<file path="src/tle_pkg.sv">
`default_nettype none

package tle_pkg;

	localparam int LINE_CAPACITY = 64;
	localparam int POS_W         = 7;
	localparam int DATA_W        = 8;
	localparam int IDX_W         = 6;
	localparam int ADDR_W        = $clog2(LINE_CAPACITY);
	localparam int QUEUE_DEPTH   = 2;
	localparam int QPTR_W        = $clog2(QUEUE_DEPTH);
	localparam int QCNT_W        = $clog2(QUEUE_DEPTH + 1);

	localparam logic [POS_W-1:0] LINE_CAP    = POS_W'(LINE_CAPACITY);
	localparam logic [POS_W-1:0] LINE_CAP_M1 = POS_W'(LINE_CAPACITY - 1);

	localparam logic [DATA_W-1:0] KEY_ESC    = 8'h1B;
	localparam logic [DATA_W-1:0] KEY_CSI    = 8'h5B;
	localparam logic [DATA_W-1:0] KEY_SS3    = 8'h4F;
	localparam logic [DATA_W-1:0] KEY_SS3_END = 8'h46;
	localparam logic [DATA_W-1:0] KEY_CR     = 8'h0D;
	localparam logic [DATA_W-1:0] KEY_ETX    = 8'h03;
	localparam logic [DATA_W-1:0] KEY_EOT    = 8'h04;
	localparam logic [DATA_W-1:0] KEY_CAN    = 8'h18;
	localparam logic [DATA_W-1:0] KEY_DEL    = 8'h7F;
	localparam logic [DATA_W-1:0] KEY_BS     = 8'h08;
	localparam logic [DATA_W-1:0] CHAR_FIRST = 8'h20;
	localparam logic [DATA_W-1:0] CHAR_LAST  = 8'h7E;
	localparam logic [DATA_W-1:0] CHAR_HASH  = 8'h23;

	localparam logic [DATA_W-1:0] CSI_HOME   = 8'h31;
	localparam logic [DATA_W-1:0] CSI_INS    = 8'h32;
	localparam logic [DATA_W-1:0] CSI_DEL    = 8'h33;
	localparam logic [DATA_W-1:0] CSI_END    = 8'h34;
	localparam logic [DATA_W-1:0] CSI_PGUP   = 8'h35;
	localparam logic [DATA_W-1:0] CSI_PGDN   = 8'h36;
	localparam logic [DATA_W-1:0] CSI_UP     = 8'h41;
	localparam logic [DATA_W-1:0] CSI_DOWN   = 8'h42;
	localparam logic [DATA_W-1:0] CSI_RIGHT  = 8'h43;
	localparam logic [DATA_W-1:0] CSI_LEFT   = 8'h44;

	typedef enum logic [3:0] {
		ACT_NONE      = 4'd0,
		ACT_INSERT    = 4'd1,
		ACT_ENTER     = 4'd2,
		ACT_BREAK     = 4'd3,
		ACT_BACKSPACE = 4'd4,
		ACT_DELETE    = 4'd5,
		ACT_CLEAR     = 4'd6,
		ACT_END       = 4'd7,
		ACT_HOME      = 4'd8,
		ACT_TOGGLE    = 4'd9,
		ACT_LEFT      = 4'd10,
		ACT_RIGHT     = 4'd11,
		ACT_IGNORED   = 4'd12
	} action_t;

	typedef struct packed {
		logic              rd;
		action_t           action;
		logic [DATA_W-1:0] data;
		logic [IDX_W-1:0]  index;
	} cmd_t;

	typedef struct packed {
		action_t           action;
		logic [POS_W-1:0]  cursor_pos;
		logic [POS_W-1:0]  line_length;
		logic              insert_on;
		logic              line_ready;
		logic [POS_W-1:0]  ready_length;
		logic              line_is_comment;
		logic [DATA_W-1:0] read_char;
	} result_t;

endpackage

`default_nettype wire

</file>
<file path="src/tle_ram.sv">
`default_nettype none

module tle_ram #(
	parameter int WIDTH = 8,
	parameter int DEPTH = 64
) (
	input  wire logic                     clk,
	input  wire logic                     we,
	input  wire logic [$clog2(DEPTH)-1:0] waddr,
	input  wire logic [WIDTH-1:0]         wdata,
	input  wire logic [$clog2(DEPTH)-1:0] raddr,
	output logic      [WIDTH-1:0]         rdata
);

	logic [WIDTH-1:0] mem_q [DEPTH];

	always_ff @(posedge clk) begin
		if (we) begin
			mem_q[waddr] <= wdata;
		end
		rdata <= mem_q[raddr];
	end

endmodule

`default_nettype wire

</file>
<file path="src/tle_front.sv">
`default_nettype none

module tle_front (
	input  wire logic                      clk,
	input  wire logic                      arst_n,
	input  wire logic                      accept,
	input  wire logic                      mode,
	input  wire logic [tle_pkg::DATA_W-1:0] rx_byte,
	input  wire logic [tle_pkg::IDX_W-1:0]  read_index,
	output tle_pkg::cmd_t                  cmd
);

	typedef enum logic [2:0] {
		ES_IDLE,
		ES_ESC,
		ES_CSI,
		ES_SS3,
		ES_TILDE
	} esc_state_t;

	esc_state_t        esc_q;
	esc_state_t        esc_d;
	tle_pkg::action_t  act;
	logic              to_tilde;

	always_comb begin
		act      = tle_pkg::ACT_NONE;
		to_tilde = 1'b0;
		if (esc_q == ES_IDLE &&
		    rx_byte inside {[tle_pkg::CHAR_FIRST:tle_pkg::CHAR_LAST]}) begin
			act = tle_pkg::ACT_INSERT;
		end else if (rx_byte == tle_pkg::KEY_CR) begin
			act = tle_pkg::ACT_ENTER;
		end else if (rx_byte == tle_pkg::KEY_ETX) begin
			act = tle_pkg::ACT_BREAK;
		end else if (rx_byte == tle_pkg::KEY_EOT) begin
			act = tle_pkg::ACT_IGNORED;
		end else if (rx_byte inside {tle_pkg::KEY_BS, tle_pkg::KEY_DEL}) begin
			act = tle_pkg::ACT_BACKSPACE;
		end else if (rx_byte == tle_pkg::KEY_CAN) begin
			act = tle_pkg::ACT_DELETE;
		end else if (esc_q == ES_ESC && rx_byte == tle_pkg::KEY_ESC) begin
			act = tle_pkg::ACT_CLEAR;
		end else if (esc_q == ES_SS3 && rx_byte == tle_pkg::KEY_SS3_END) begin
			act = tle_pkg::ACT_END;
		end else if (esc_q == ES_CSI) begin
			case (rx_byte)
				tle_pkg::CSI_HOME: begin
					act      = tle_pkg::ACT_HOME;
					to_tilde = 1'b1;
				end
				tle_pkg::CSI_INS: begin
					act      = tle_pkg::ACT_TOGGLE;
					to_tilde = 1'b1;
				end
				tle_pkg::CSI_DEL: begin
					act      = tle_pkg::ACT_DELETE;
					to_tilde = 1'b1;
				end
				tle_pkg::CSI_END: begin
					act      = tle_pkg::ACT_END;
					to_tilde = 1'b1;
				end
				tle_pkg::CSI_PGUP, tle_pkg::CSI_PGDN: begin
					act      = tle_pkg::ACT_IGNORED;
					to_tilde = 1'b1;
				end
				tle_pkg::CSI_UP, tle_pkg::CSI_DOWN: begin
					act = tle_pkg::ACT_IGNORED;
				end
				tle_pkg::CSI_RIGHT: begin
					act = tle_pkg::ACT_RIGHT;
				end
				tle_pkg::CSI_LEFT: begin
					act = tle_pkg::ACT_LEFT;
				end
				default: begin
					act = tle_pkg::ACT_NONE;
				end
			endcase
		end

		if (rx_byte == tle_pkg::KEY_ESC && esc_q == ES_IDLE) begin
			esc_d = ES_ESC;
		end else if (rx_byte == tle_pkg::KEY_CSI && esc_q == ES_ESC) begin
			esc_d = ES_CSI;
		end else if (rx_byte == tle_pkg::KEY_SS3 && esc_q == ES_ESC) begin
			esc_d = ES_SS3;
		end else begin
			esc_d = ES_IDLE;
		end
		if (to_tilde) begin
			esc_d = ES_TILDE;
		end

		cmd.rd     = mode;
		cmd.action = mode ? tle_pkg::ACT_NONE : act;
		cmd.data   = rx_byte;
		cmd.index  = read_index;
	end

	always_ff @(posedge clk or negedge arst_n) begin
		if (!arst_n) begin
			esc_q <= ES_IDLE;
		end else if (accept && !mode) begin
			esc_q <= esc_d;
		end
	end

endmodule

`default_nettype wire

</file>
<file path="src/tle_queue.sv">
`default_nettype none

module tle_queue (
	input  wire logic          clk,
	input  wire logic          arst_n,
	input  wire logic          push,
	input  wire tle_pkg::cmd_t din,
	output logic               full,
	input  wire logic          pop,
	output logic               valid,
	output tle_pkg::cmd_t      dout
);

	tle_pkg::cmd_t                 mem_q [tle_pkg::QUEUE_DEPTH];
	logic [tle_pkg::QPTR_W-1:0]    wr_ptr_q;
	logic [tle_pkg::QPTR_W-1:0]    rd_ptr_q;
	logic [tle_pkg::QCNT_W-1:0]    cnt_q;

	localparam logic [tle_pkg::QPTR_W-1:0] PTR_LAST = tle_pkg::QPTR_W'(tle_pkg::QUEUE_DEPTH - 1);
	localparam logic [tle_pkg::QCNT_W-1:0] CNT_FULL = tle_pkg::QCNT_W'(tle_pkg::QUEUE_DEPTH);

	assign full  = (cnt_q == CNT_FULL);
	assign valid = (cnt_q != '0);
	assign dout  = mem_q[rd_ptr_q];

	always_ff @(posedge clk) begin
		if (push) begin
			mem_q[wr_ptr_q] <= din;
		end
	end

	always_ff @(posedge clk or negedge arst_n) begin
		if (!arst_n) begin
			wr_ptr_q <= '0;
			rd_ptr_q <= '0;
			cnt_q    <= '0;
		end else begin
			if (push) begin
				wr_ptr_q <= (wr_ptr_q == PTR_LAST) ? '0 : wr_ptr_q + 1'b1;
			end
			if (pop) begin
				rd_ptr_q <= (rd_ptr_q == PTR_LAST) ? '0 : rd_ptr_q + 1'b1;
			end
			if (push && !pop) begin
				cnt_q <= cnt_q + 1'b1;
			end else if (pop && !push) begin
				cnt_q <= cnt_q - 1'b1;
			end
		end
	end

endmodule

`default_nettype wire

</file>
<file path="src/tle_back.sv">
`default_nettype none

module tle_back (
	input  wire logic          clk,
	input  wire logic          arst_n,
	input  wire logic          cmd_valid,
	input  wire tle_pkg::cmd_t cmd,
	output logic               cmd_pop,
	output logic               clearing,
	output logic               out_valid,
	input  wire logic          out_stall,
	output tle_pkg::result_t   out_res
);

	localparam int AW = tle_pkg::ADDR_W;
	localparam int PW = tle_pkg::POS_W;
	localparam int DW = tle_pkg::DATA_W;
	localparam logic [AW-1:0] ADDR_LAST = AW'(tle_pkg::LINE_CAPACITY - 1);

	typedef enum logic [2:0] {
		ST_CLEAR,
		ST_IDLE,
		ST_SHIFT,
		ST_WRITE,
		ST_RDWAIT,
		ST_DONE
	} state_t;

	state_t            state_q;
	logic [PW-1:0]     cursor_q;
	logic [PW-1:0]     length_q;
	logic              insert_q;
	tle_pkg::result_t  res_q;
	tle_pkg::result_t  out_res_q;
	logic              out_valid_q;
	logic [PW-1:0]     cnt_q;
	logic [AW-1:0]     src_q;
	logic [AW-1:0]     dst_q;
	logic              down_q;
	logic              pend_s1;
	logic [AW-1:0]     wdst_s1;
	logic              fin_en_q;
	logic [AW-1:0]     fin_addr_q;
	logic [DW-1:0]     fin_data_q;
	logic [AW-1:0]     clr_q;
	logic              rd_ok_q;

	logic [PW-1:0]     top;
	logic [PW-1:0]     n_cursor;
	logic [PW-1:0]     n_length;
	logic              n_insert;
	logic [PW-1:0]     n_cnt;
	logic [AW-1:0]     n_src;
	logic [AW-1:0]     n_dst;
	logic              n_down;
	logic              n_fin_en;
	logic [AW-1:0]     n_fin_addr;
	logic [DW-1:0]     n_fin_data;
	logic              n_read;
	logic [AW-1:0]     n_raddr;
	logic              n_ready;
	logic [PW-1:0]     n_rlen;

	logic              ram_we;
	logic [AW-1:0]     ram_waddr;
	logic [DW-1:0]     ram_wdata;
	logic [AW-1:0]     ram_raddr;
	logic [DW-1:0]     ram_rdata;

	tle_ram #(
		.WIDTH (DW),
		.DEPTH (tle_pkg::LINE_CAPACITY)
	) u_line_ram (
		.clk   (clk),
		.we    (ram_we),
		.waddr (ram_waddr),
		.wdata (ram_wdata),
		.raddr (ram_raddr),
		.rdata (ram_rdata)
	);

	always_comb begin
		top        = (length_q > tle_pkg::LINE_CAP_M1) ? tle_pkg::LINE_CAP_M1 : length_q;
		n_cursor   = cursor_q;
		n_length   = length_q;
		n_insert   = insert_q;
		n_cnt      = '0;
		n_src      = '0;
		n_dst      = '0;
		n_down     = 1'b0;
		n_fin_en   = 1'b0;
		n_fin_addr = '0;
		n_fin_data = '0;
		n_read     = 1'b0;
		n_raddr    = '0;
		n_ready    = 1'b0;
		n_rlen     = '0;
		if (cmd.rd) begin
			n_read  = 1'b1;
			n_raddr = AW'(cmd.index);
		end else begin
			case (cmd.action)
				tle_pkg::ACT_INSERT: begin
					if (insert_q && cursor_q < top) begin
						n_cnt  = top - cursor_q;
						n_src  = AW'(top - 1'b1);
						n_dst  = AW'(top);
						n_down = 1'b1;
					end
					if (cursor_q < tle_pkg::LINE_CAP) begin
						n_fin_en   = 1'b1;
						n_fin_addr = AW'(cursor_q);
						n_fin_data = cmd.data;
						n_cursor   = cursor_q + 1'b1;
						if ((insert_q || cursor_q == length_q) &&
						    length_q < tle_pkg::LINE_CAP) begin
							n_length = length_q + 1'b1;
						end
					end
				end
				tle_pkg::ACT_ENTER: begin
					n_read   = 1'b1;
					n_ready  = (length_q != '0);
					n_rlen   = length_q;
					n_cursor = '0;
					n_length = '0;
				end
				tle_pkg::ACT_BREAK, tle_pkg::ACT_CLEAR: begin
					n_cursor = '0;
					n_length = '0;
				end
				tle_pkg::ACT_BACKSPACE: begin
					if (cursor_q != '0 && cursor_q <= length_q) begin
						n_cnt      = length_q - cursor_q;
						n_src      = AW'(cursor_q);
						n_dst      = AW'(cursor_q - 1'b1);
						n_fin_en   = 1'b1;
						n_fin_addr = AW'(length_q - 1'b1);
						n_cursor   = cursor_q - 1'b1;
						n_length   = length_q - 1'b1;
					end
				end
				tle_pkg::ACT_DELETE: begin
					if (length_q != '0 && cursor_q < length_q) begin
						n_cnt      = length_q - cursor_q - 1'b1;
						n_src      = AW'(cursor_q + 1'b1);
						n_dst      = AW'(cursor_q);
						n_fin_en   = 1'b1;
						n_fin_addr = AW'(length_q - 1'b1);
						n_length   = length_q - 1'b1;
					end
				end
				tle_pkg::ACT_END: begin
					n_cursor = length_q;
				end
				tle_pkg::ACT_HOME: begin
					n_cursor = '0;
				end
				tle_pkg::ACT_TOGGLE: begin
					n_insert = ~insert_q;
				end
				tle_pkg::ACT_LEFT: begin
					if (cursor_q != '0) begin
						n_cursor = cursor_q - 1'b1;
					end
				end
				tle_pkg::ACT_RIGHT: begin
					if (cursor_q < length_q) begin
						n_cursor = cursor_q + 1'b1;
					end
				end
				default: begin
					n_cursor = cursor_q;
				end
			endcase
		end
	end

	always_comb begin
		ram_raddr = (state_q == ST_IDLE) ? n_raddr : src_q;
		ram_we    = 1'b0;
		ram_waddr = fin_addr_q;
		ram_wdata = fin_data_q;
		if (state_q == ST_CLEAR) begin
			ram_we    = 1'b1;
			ram_waddr = clr_q;
			ram_wdata = '0;
		end else if (pend_s1) begin
			ram_we    = 1'b1;
			ram_waddr = wdst_s1;
			ram_wdata = ram_rdata;
		end else if (state_q == ST_WRITE) begin
			ram_we = 1'b1;
		end
	end

	assign cmd_pop   = (state_q == ST_IDLE) && cmd_valid;
	assign clearing  = (state_q == ST_CLEAR);
	assign out_valid = out_valid_q;
	assign out_res   = out_res_q;

	always_ff @(posedge clk or negedge arst_n) begin
		if (!arst_n) begin
			state_q     <= ST_CLEAR;
			cursor_q    <= '0;
			length_q    <= '0;
			insert_q    <= 1'b1;
			out_valid_q <= 1'b0;
			pend_s1     <= 1'b0;
			clr_q       <= '0;
			cnt_q       <= '0;
			fin_en_q    <= 1'b0;
		end else begin
			pend_s1 <= (state_q == ST_SHIFT) && (cnt_q != '0);
			wdst_s1 <= dst_q;
			if (out_valid_q && !out_stall && state_q != ST_DONE) begin
				out_valid_q <= 1'b0;
			end
			case (state_q)
				ST_CLEAR: begin
					clr_q <= clr_q + 1'b1;
					if (clr_q == ADDR_LAST) begin
						state_q <= ST_IDLE;
					end
				end
				ST_IDLE: begin
					if (cmd_valid) begin
						cursor_q   <= n_cursor;
						length_q   <= n_length;
						insert_q   <= n_insert;
						cnt_q      <= n_cnt;
						src_q      <= n_src;
						dst_q      <= n_dst;
						down_q     <= n_down;
						fin_en_q   <= n_fin_en;
						fin_addr_q <= n_fin_addr;
						fin_data_q <= n_fin_data;
						rd_ok_q    <= cmd.rd && (PW'(cmd.index) < tle_pkg::LINE_CAP);
						res_q.action          <= cmd.action;
						res_q.cursor_pos      <= n_cursor;
						res_q.line_length     <= n_length;
						res_q.insert_on       <= n_insert;
						res_q.line_ready      <= n_ready;
						res_q.ready_length    <= n_ready ? n_rlen : '0;
						res_q.line_is_comment <= 1'b0;
						res_q.read_char       <= '0;
						if (n_read) begin
							state_q <= ST_RDWAIT;
						end else if (n_cnt != '0) begin
							state_q <= ST_SHIFT;
						end else if (n_fin_en) begin
							state_q <= ST_WRITE;
						end else begin
							state_q <= ST_DONE;
						end
					end
				end
				ST_SHIFT: begin
					if (cnt_q != '0) begin
						cnt_q <= cnt_q - 1'b1;
						src_q <= down_q ? src_q - 1'b1 : src_q + 1'b1;
						dst_q <= down_q ? dst_q - 1'b1 : dst_q + 1'b1;
					end else if (!pend_s1) begin
						state_q <= fin_en_q ? ST_WRITE : ST_DONE;
					end
				end
				ST_WRITE: begin
					state_q <= ST_DONE;
				end
				ST_RDWAIT: begin
					res_q.read_char       <= rd_ok_q ? ram_rdata : '0;
					res_q.line_is_comment <= res_q.line_ready &&
					                         (ram_rdata == tle_pkg::CHAR_HASH);
					state_q <= ST_DONE;
				end
				ST_DONE: begin
					if (!out_valid_q || !out_stall) begin
						out_valid_q <= 1'b1;
						out_res_q   <= res_q;
						state_q     <= ST_IDLE;
					end
				end
				default: begin
					state_q <= ST_IDLE;
				end
			endcase
		end
	end

endmodule

`default_nettype wire

</file>
<file path="src/terminal_line_editor_top.sv">
// Channel   Handshake              Fields
// in        in_valid / in_stall    mode, rx_byte, read_index
// out       out_valid / out_stall  action, cursor_pos, line_length, insert_on,
//                                  line_ready, ready_length, line_is_comment, read_char
//
// After reset the line RAM is zeroed address by address; in_stall stays high meanwhile.
// A transaction enters a two-entry queue; the executor goes from idle to done for keys
// that leave the RAM alone, via read-wait for enter and reads, via write for single-entry
// writes, and via shift then write when insert, backspace or delete shifts up to 63 chars.
// in_stall rises while the queue is full; a stalled result holds the executor.
`default_nettype none

module terminal_line_editor_top (
	input  wire logic                       clk,
	input  wire logic                       arst_n,
	input  wire logic                       in_valid,
	output logic                            in_stall,
	input  wire logic                       mode,
	input  wire logic [tle_pkg::DATA_W-1:0] rx_byte,
	input  wire logic [tle_pkg::IDX_W-1:0]  read_index,
	output logic                            out_valid,
	input  wire logic                       out_stall,
	output logic [3:0]                      action,
	output logic [tle_pkg::POS_W-1:0]       cursor_pos,
	output logic [tle_pkg::POS_W-1:0]       line_length,
	output logic                            insert_on,
	output logic                            line_ready,
	output logic [tle_pkg::POS_W-1:0]       ready_length,
	output logic                            line_is_comment,
	output logic [tle_pkg::DATA_W-1:0]      read_char
);

	tle_pkg::cmd_t     front_cmd;
	tle_pkg::cmd_t     head_cmd;
	tle_pkg::result_t  res;
	logic              accept;
	logic              q_full;
	logic              q_valid;
	logic              q_pop;
	logic              clearing;

	assign in_stall = q_full | clearing;
	assign accept   = in_valid & ~in_stall;

	tle_front u_front (
		.clk        (clk),
		.arst_n     (arst_n),
		.accept     (accept),
		.mode       (mode),
		.rx_byte    (rx_byte),
		.read_index (read_index),
		.cmd        (front_cmd)
	);

	tle_queue u_queue (
		.clk    (clk),
		.arst_n (arst_n),
		.push   (accept),
		.din    (front_cmd),
		.full   (q_full),
		.pop    (q_pop),
		.valid  (q_valid),
		.dout   (head_cmd)
	);

	tle_back u_back (
		.clk       (clk),
		.arst_n    (arst_n),
		.cmd_valid (q_valid),
		.cmd       (head_cmd),
		.cmd_pop   (q_pop),
		.clearing  (clearing),
		.out_valid (out_valid),
		.out_stall (out_stall),
		.out_res   (res)
	);

	assign action          = res.action;
	assign cursor_pos      = res.cursor_pos;
	assign line_length     = res.line_length;
	assign insert_on       = res.insert_on;
	assign line_ready      = res.line_ready;
	assign ready_length    = res.ready_length;
	assign line_is_comment = res.line_is_comment;
	assign read_char       = res.read_char;

endmodule

`default_nettype wire

</file>
<file path="config.mk">
export PLATFORM = sky130hd
export DESIGN_NAME = terminal_line_editor_top
export DESIGN_NICKNAME = d
export VERILOG_FILES = /design/src/tle_pkg.sv /design/src/tle_ram.sv /design/src/tle_front.sv /design/src/tle_queue.sv /design/src/tle_back.sv /design/src/terminal_line_editor_top.sv
export SDC_FILE = /design/constraint.sdc
export NUM_CORES = 1
export LEC_CHECK = 0
export ABC_AREA = 1
export ABC_CLOCK_PERIOD_IN_PS = 4880
export BUFFER_PORTS_ARGS = -buffer_cell sky130_fd_sc_hd__buf_2
export CAP_MARGIN = 25
export CORE_ASPECT_RATIO = 1.1
export CORE_MARGIN = 1
export CORE_UTILIZATION = 25
export DETAILED_ROUTE_END_ITERATION = 12
export HOLD_SLACK_MARGIN = 0.02
export SLEW_MARGIN = 20
export SYNTH_ARGS = -nofsm -noshare
export SYNTH_HDL_FRONTEND = slang
export SYNTH_HIERARCHICAL = 1
export SYNTH_SLANG_ARGS = --single-unit
export TNS_END_PERCENT = 5
</file>
<file path="constraint.sdc">
create_clock -name clk -period 4.88 [get_ports clk]
set_clock_uncertainty 0.15 [all_clocks]
set_input_delay 0.244 -clock clk [delete_from_list [all_inputs] [get_ports clk]]
set_output_delay 0.244 -clock clk [all_outputs]
set_load 0.005 [all_outputs]
</file>
==> results by group, run 1 <==
GRT
  – Number of global-route vias before repair: approximately 21000
  – Grt ovf: 0
  – Pin count of the biggest net entering global routing: roughly 190
  – GRT Total Usage: between 10 and 15%
  – Initial antenna violation count: 1
  – First-pass GRT wire length: 126000 um

Setup path
  – Crit Reg-Reg Startpoint: u_back/state_q[1]
  – Worst Setup SP: u_back/state_q[1]
  – Worst-path fanout max: 24
  – Cell Chain, Critical Path: nor2_1 > nand2_1 > inv_1 > a21oi_1 > a22oi_1 > inv_1 > nor3_1 > nand2_1 > nor2_1
  – Required @ worst endpoint: 4.97 ns
  – Critical path class: reg -> reg
  – Crit end category: flop
  – CP max stage delay: 0.76 ns
  – Crit path arrival time: 4.09 ns
  – Crit start category: flop
  – Reg-to-reg slack, setup: 0.88 ns
  – Slowest CP cell: nor2_1

STA
  – Final Hold Fails: 0
  – TNS Setup: 0 ns
  – Final slew viol count: 0
  – Period utilization: 82.0%
  – Maximum clock rate: 250 MHz
  – Max-slew headroom: 34.0%
  – Min cycle time layout: 4.00 ns
  – Unrepaired setup endpoints after global routing: no
  – Final setup vio count: 0
  – Slew @ Worst Pin: 0.990 ns

Floorplanning
  – Core area: 0.128 sq mm
  – Die width: 345 um
  – Rows: 137
  – IO Pins: 57
  – Initial Util: 25.3%
  – DIE AREA: 0.131 sq mm
  – Die Ht: 379 um

Clock tree
  – Depth of the CTS H-tree: 3
  – CTS Root Cell: clkbuf_16
  – Worst skew pair latency: 0.64 ns
  – CTS tree: yes
  – Cts bufs inserted: 74
  – CTS clk-pin slew, worst paths: approximately 0.060 ns
  – CTS sink count: 705
  – Clock Path Buffers: 3
  – Post-CTS Resized: 0

Power
  – Net Sw Frac: 43.3%
  – Clock Power Share: 21.9%
  – Total power density per cell area: 656 mW/mm^2
  – Pleak: approximately 14 nW
  – Overall power: 0.0241 W
  – Maximum VDD drop: 0.000492 V
  – Combinational power share: 44.7%
  – Reg power frac: roughly 34%
  – P_int: 0.0136 W
  – NetSw: around 0.010 W

Yosys
  – Post-synthesis cell count: 3055
  – Synth Area per Inst: 10.6 sq um
  – Ys flop type: edfxtp_1
  – Post-synthesis sequential area ratio: 64.7%
  – Ys Warns: 6
  – Syn Nets: 3118
  – Post-synth ARST share: under 10%
  – Distinct cell type count after synthesis: 65
  – Post-synth EDFFs: 656
  – Synth Register Bits: roughly 710
  – Mapped cell area: 0.0323 sq mm

Place
  – HPWL after DPL: 52800 um
  – Routability congestion estimate from global placement: 0.921
  – PortBufs: 56

Flow run
  – Max-cap viol count: 0

Layout
  – Diode count: 0
  – Layout cells sized above 1: 9.27%
  – Layout Nets: roughly 3200
  – Fillers: 13200
  – Most frequent cells in the layout: 927 x nand2_1, 656 x edfxtp_1, 506 x nand3_1
  – Area Overhead vs Synth: 13.5%
  – Commonest non-fill, non-tap cell in the layout: nand2_1

Detailed routing
  – WL per Instance: 17.1 um
  – Routed WL: 82400 um
  – Vias: between 20000 and 25000
  – 1st-iter DRT viols: slightly above 2000
  – ANT nets after route: 0
  – 1st-pass router iterations: 5
  – Vias per cell: ~4.6
  – Post-route DRC violation count: 0

Outcome
  – Status: finished, final reports clean

Min path
  – Hold WC Path Type: in -> reg
  – Hold path startpoint: read_index[3]
## per-stage QoR
| step | std cells | utilization [%] | cell area [sq um] | setup slack (ns) | hold WS, ns |
|---|---|---|---|---|---|
| final | 4830 | 28.7 | 36600 | 0.881 | 0.216 |
| after global routing | 4830 | 28.7 | 36600 | 0.532 | 0.206 |
| after CTS | 4827 | 28.7 | 36600 | 0.975 | 0.180 |
| after detailed placement | 4671 | 26.8 | 34100 | 1.00 | -0.0142 |
| after global placement | 4668 | 26.7 | 34100 | 1.09 | -0.0118 |
| after floorplan | 3055 | - | 32300 | 1.43 | -0.202 |
## Yosys cell counts, types with 8 or more instances
master    instances  area [sq um]
a21oi_1          41           205
a221oi_1          8          70.1
a31oi_1          10          62.6
buf_1            14          52.6
buf_2            61           305
buf_4            24           180
buf_6            30           338
clkbuf_1         16          60.1
dfrtp_1          40          1000
dfxtp_1           8           160
edfxtp_1        656         19700
ha_1             40           500
inv_1           184           691
inv_2            11          41.3
mux2_4           19           285
nand2_1         927          3480
nand2_2          16           100
nand3_1         506          2530
nand4_1          17           106
nor2_1          204           766
nor2_2            9          56.3
nor3_1           21           105
o21ai_0          67           335
o21ai_1           8          40.0
o22ai_1          16           100
xor2_1           21           184
## final timing paths
check / to / depth (start not counted)
setup / recovery: u_back/u_line_ram/mem_q[31][1] / 9
hold / removal: u_queue/mem_q[1][3] / 2
setup reg to reg: u_back/u_line_ram/mem_q[31][1] / 9
hold reg to reg: u_back/out_res[30] / 0
max in group asynchronous: u_queue/wr_ptr_q / 3
min in group asynchronous: u_back/cursor_q[5] / 3
## power by group through the flow
stage	clock (W)	combinational, W	sequential [W]
6_report	0.00526	0.0107	0.00805
2_1_floorplan	0	0.00763	0.00805
4_1_cts	0.00538	0.0107	0.00805
3_3_place_gp	0	0.0106	0.00816
3_5_place_dp	0	0.0106	0.00815
5_1_grt	0.00560	0.0119	0.00809
## worst max-delay path: cells and delay by family (launching register included)
kind / cells / cell delay, ns
AOI/OAI and AO/OA: 2 / 0.46
DFF: 1 / 0.42
and+or+nand+nor: 5 / 2.06
buffers and inverters: 2 / 0.52
## per-layer routing
layer | part of all wire (%) | vias to the layer above | wire (um) | track usage, %
met4 | 2.3 | 0 | 1880 | 3.20
li1 | - | 10600 | - | -
met3 | 7.1 | 128 | 5820 | 2.42
met1 | 44 | 10700 | 36400 | 17.1
met2 | 47 | 775 | 38400 | 19.9
met5 | 0 | - | 0 | 0
## sequential cells by signal, summed over array words and instances, names as in the netlist, 6 cells and up
| register | flops |
|---|---|
| u_queue/mem_q | 38 |
| u_back/length_q | 7 |
| u_back/clr_q | 6 |
| u_back/src_q | 6 |
| u_back/fin_addr_q | 6 |
| u_back/wdst_s1 | 6 |
| u_back/cnt_q | 7 |
| u_back/cursor_q | 7 |
| u_back/res_q | 36 |
| u_back/dst_q | 6 |
| u_back/u_line_ram/mem_q | 512 |
| u_back/out_res | 36 |
| u_back/u_line_ram/rdata | 8 |
| u_back/fin_data_q | 8 |
## final cells by class
| class | instances | area (sq um) | share of cell area [%] |
|---|---|---|---|
| sequential | 705 | 20900 | 57.0 |
| multi-input combinational | 2000 | 9720 | 26.5 |
| clock buffer | 103 | 1960 | 5.35 |
| timing repair buffer | 119 | 921 | 2.51 |
| inverter | 201 | 767 | 2.09 |
| clock inverter | 34 | 307 | 0.837 |
| tap | 1668 | 2090 | 5.70 |
## cell families after synthesis
logic type / share of synthesized area, %
other cells: 0.0116
mux: 0.884
fa+ha+maj: 1.80
compound gates: 3.45
flops: 64.7
buf+inv: 5.39
simple gates: 23.0
xor+xnor: 0.732
## timing repair
action,CTS,global route
hold buffers,19,0
buffers inserted,0,0
hold endpoints to repair,82,0
(Power assumes the default switching activity.)
==> run 2, diff against run 1 <==
--- a/config.mk
+++ b/config.mk
@@ -6,7 +6,7 @@
 export NUM_CORES = 1
 export LEC_CHECK = 0
 export ABC_AREA = 1
-export ABC_CLOCK_PERIOD_IN_PS = 4880
+export ABC_CLOCK_PERIOD_IN_PS = 3780
 export BUFFER_PORTS_ARGS = -buffer_cell sky130_fd_sc_hd__buf_2
 export CAP_MARGIN = 25
 export CORE_ASPECT_RATIO = 1.1
==> constraint.sdc (replaced) <==
create_clock -name clk -period 3.78 [get_ports clk]
set_clock_uncertainty 0.15 [all_clocks]
set_input_delay 0.189 -clock clk [delete_from_list [all_inputs] [get_ports clk]]
set_output_delay 0.189 -clock clk [all_outputs]
set_load 0.005 [all_outputs]
==> results by group, run 2 (synthesis results as in run 1) <==
Clock tree
  – CTS clk-pin slew, worst paths: 0.07 ns
  – CTS sink count: 705
  – CTS tree: yes
  – CTS Root Cell: clkbuf_16
  – Clock Path Buffers: 3
  – Depth of the CTS H-tree: 3
  – Worst skew pair latency: 0.62 ns
  – Cts bufs inserted: 73

Layout
  – Non-filler cells, final: 4907
  – Commonest non-fill, non-tap cell in the layout: nand2_1
  – Layout cells sized above 1: between 10% and 20%
  – Largest regs: u_back/u_line_ram/mem_q x512, u_queue/mem_q x38
  – Design area: 0.0374 sq mm
  – Area Overhead vs Synth: 15.8%
  – Largest register FFs: 512
  – Most frequent cells in the layout: 927 x nand2_1, 656 x edfxtp_1, 506 x nand3_1
  – Layout Nets: between 3000 and 4000
  – Fillers: 13100
  – Largest Register: u_back/u_line_ram/mem_q

Place
  – Routability congestion estimate from global placement: 0.913
  – HPWL after DPL: 55500 um
  – PortBufs: 56
  – DP Area: 0.0349 sq mm
  – Cells after DPL: 4755

STA
  – Final Hold Fails: 0
  – Period utilization: 94.3%
  – Max-slew headroom: 33.6%
  – Maximum clock rate: 281 MHz
  – Slew @ Worst Pin: 0.994 ns
  – TNS Setup: 0 ns
  – Hold_ws: roughly 0.034 ns
  – Min cycle time layout: 3.56 ns
  – Final setup vio count: 0
  – Final slew viol count: 0

Detailed routing
  – Post-route DRC violation count: 0
  – Routed WL: 85200 um
  – Vias: 22600
  – WL per Instance: 17.4 um
  – 1st-pass router iterations: 6
  – 1st-iter DRT viols: approximately 2300
  – Vias per cell: 4.60
  – ANT nets after route: 0

GRT
  – GRT Total Usage: 12.9%
  – Number of global-route vias before repair: 21500
  – Initial antenna violation count: 2
  – Grt ovf: 0
  – Pin count of the biggest net entering global routing: 82
  – First-pass GRT wire length: 130000 um

Setup path
  – CP max stage delay: between 0.5 and 0.6 ns
  – Critical path class: reg -> reg
  – CP delay by family, top: simple AND/OR/NAND/NOR gates
  – Crit path depth: 15
  – Cell Chain, Critical Path: inv_1 > ha_1 > nand2_1 > nand2_2 > inv_2 > nand2_2 > nand2_2 > nand3_4 > nand2_1 > inv_1 > ha_1 > nor2_1 > a221oi_1 > nand2_1 > a22o_1
  – Worst-path fanout max: 11
  – Crit start category: flop
  – Required @ worst endpoint: 3.98 ns
  – Crit end category: flop
  – R2R cell count: 15
  – Crit path arrival time: 3.76 ns
  – Worst path bufs/invs: 3
  – Slowest CP cell: dfrtp_1

Floorplanning
  – DIE AREA: 0.131 sq mm
  – Die Ht: 379 um
  – Die width: 345 um
  – Rows: 137
  – IO Pins: 57
  – Core area: 0.128 sq mm
  – Initial Util: 25.3%

Power
  – Maximum VDD drop: 0.000522 V
  – Pleak: 14.4 nW
  – Total power density per cell area: around 850 mW/mm^2
  – Overall power: 0.0319 W

Flow run
  – Max-cap viol count: 0

Outcome
  – Status: finished, final reports clean

Min path
  – Hold WC Path Type: in -> async
run 2: cell type report:
class	count	area, sq um	area share [%]
tap	1668	2090	5.58
inverter	201	767	2.05
sequential	705	20900	55.8
timing repair buffer	200	1620	4.34
clock buffer	100	1980	5.30
multi-input combinational	2000	9720	26.0
clock inverter	31	335	0.897
antenna	2	5.00	0.0134
run 2: worst paths after layout:
check | startpoint | endpoint | slack, ns
max | u_back/cursor_q[2] | u_back/res_q[25] | 0.22
min reg2reg | u_back/res_q[34] | u_back/out_res[34] | 0.26
min | arst_n | u_back/out_valid | 0.03
min in group clk | read_index[5] | u_queue/mem_q[0][5] | 0.17
max reg2reg | u_back/cursor_q[2] | u_back/res_q[25] | 0.22
max in group asynchronous | arst_n | u_front/esc_q[0] | 2.89
run 2: worst min-delay path: stages:
cell and delay [ns]:
dlygate4sd3_1 0.51, buf_2 0.19, buf_4 0.29
run 2: timing repair:
| item | 4_1_cts | 5_1_grt |
|---|---|---|
| setup endpoints to repair | 0 | 3 |
| hold buffers | 19 | 0 |
| endpoints found under the hold margin | 85 | 0 |
| resized for setup | 0 | 1 |
| setup buffers | 0 | 0 |
run 2: report_power, final:
part           leakage (nW)  total [W]  switching, W  internal [W]
clock network          1.12    0.00704       0.00300       0.00404
registers              6.59     0.0104      0.000407       0.00999
logic                  6.69     0.0144        0.0103       0.00413
total                  14.4     0.0319        0.0137        0.0182
run 2: metal layers:
metal,GRT usage (%),routed length [um]
met2,20.1,39200
met3,2.40,5850
met5,0,0
met4,3.11,1830
met1,18.4,38400
run 2: metrics by stage:
step / util, % / setup slack (ns)
floorplan: - / 0.325
global placement: 27.4 / 0.280
detailed placement: 27.4 / 0.289
CTS: 29.3 / 0.278
global route: 29.3 / -0.0106
finish: 29.3 / 0.217
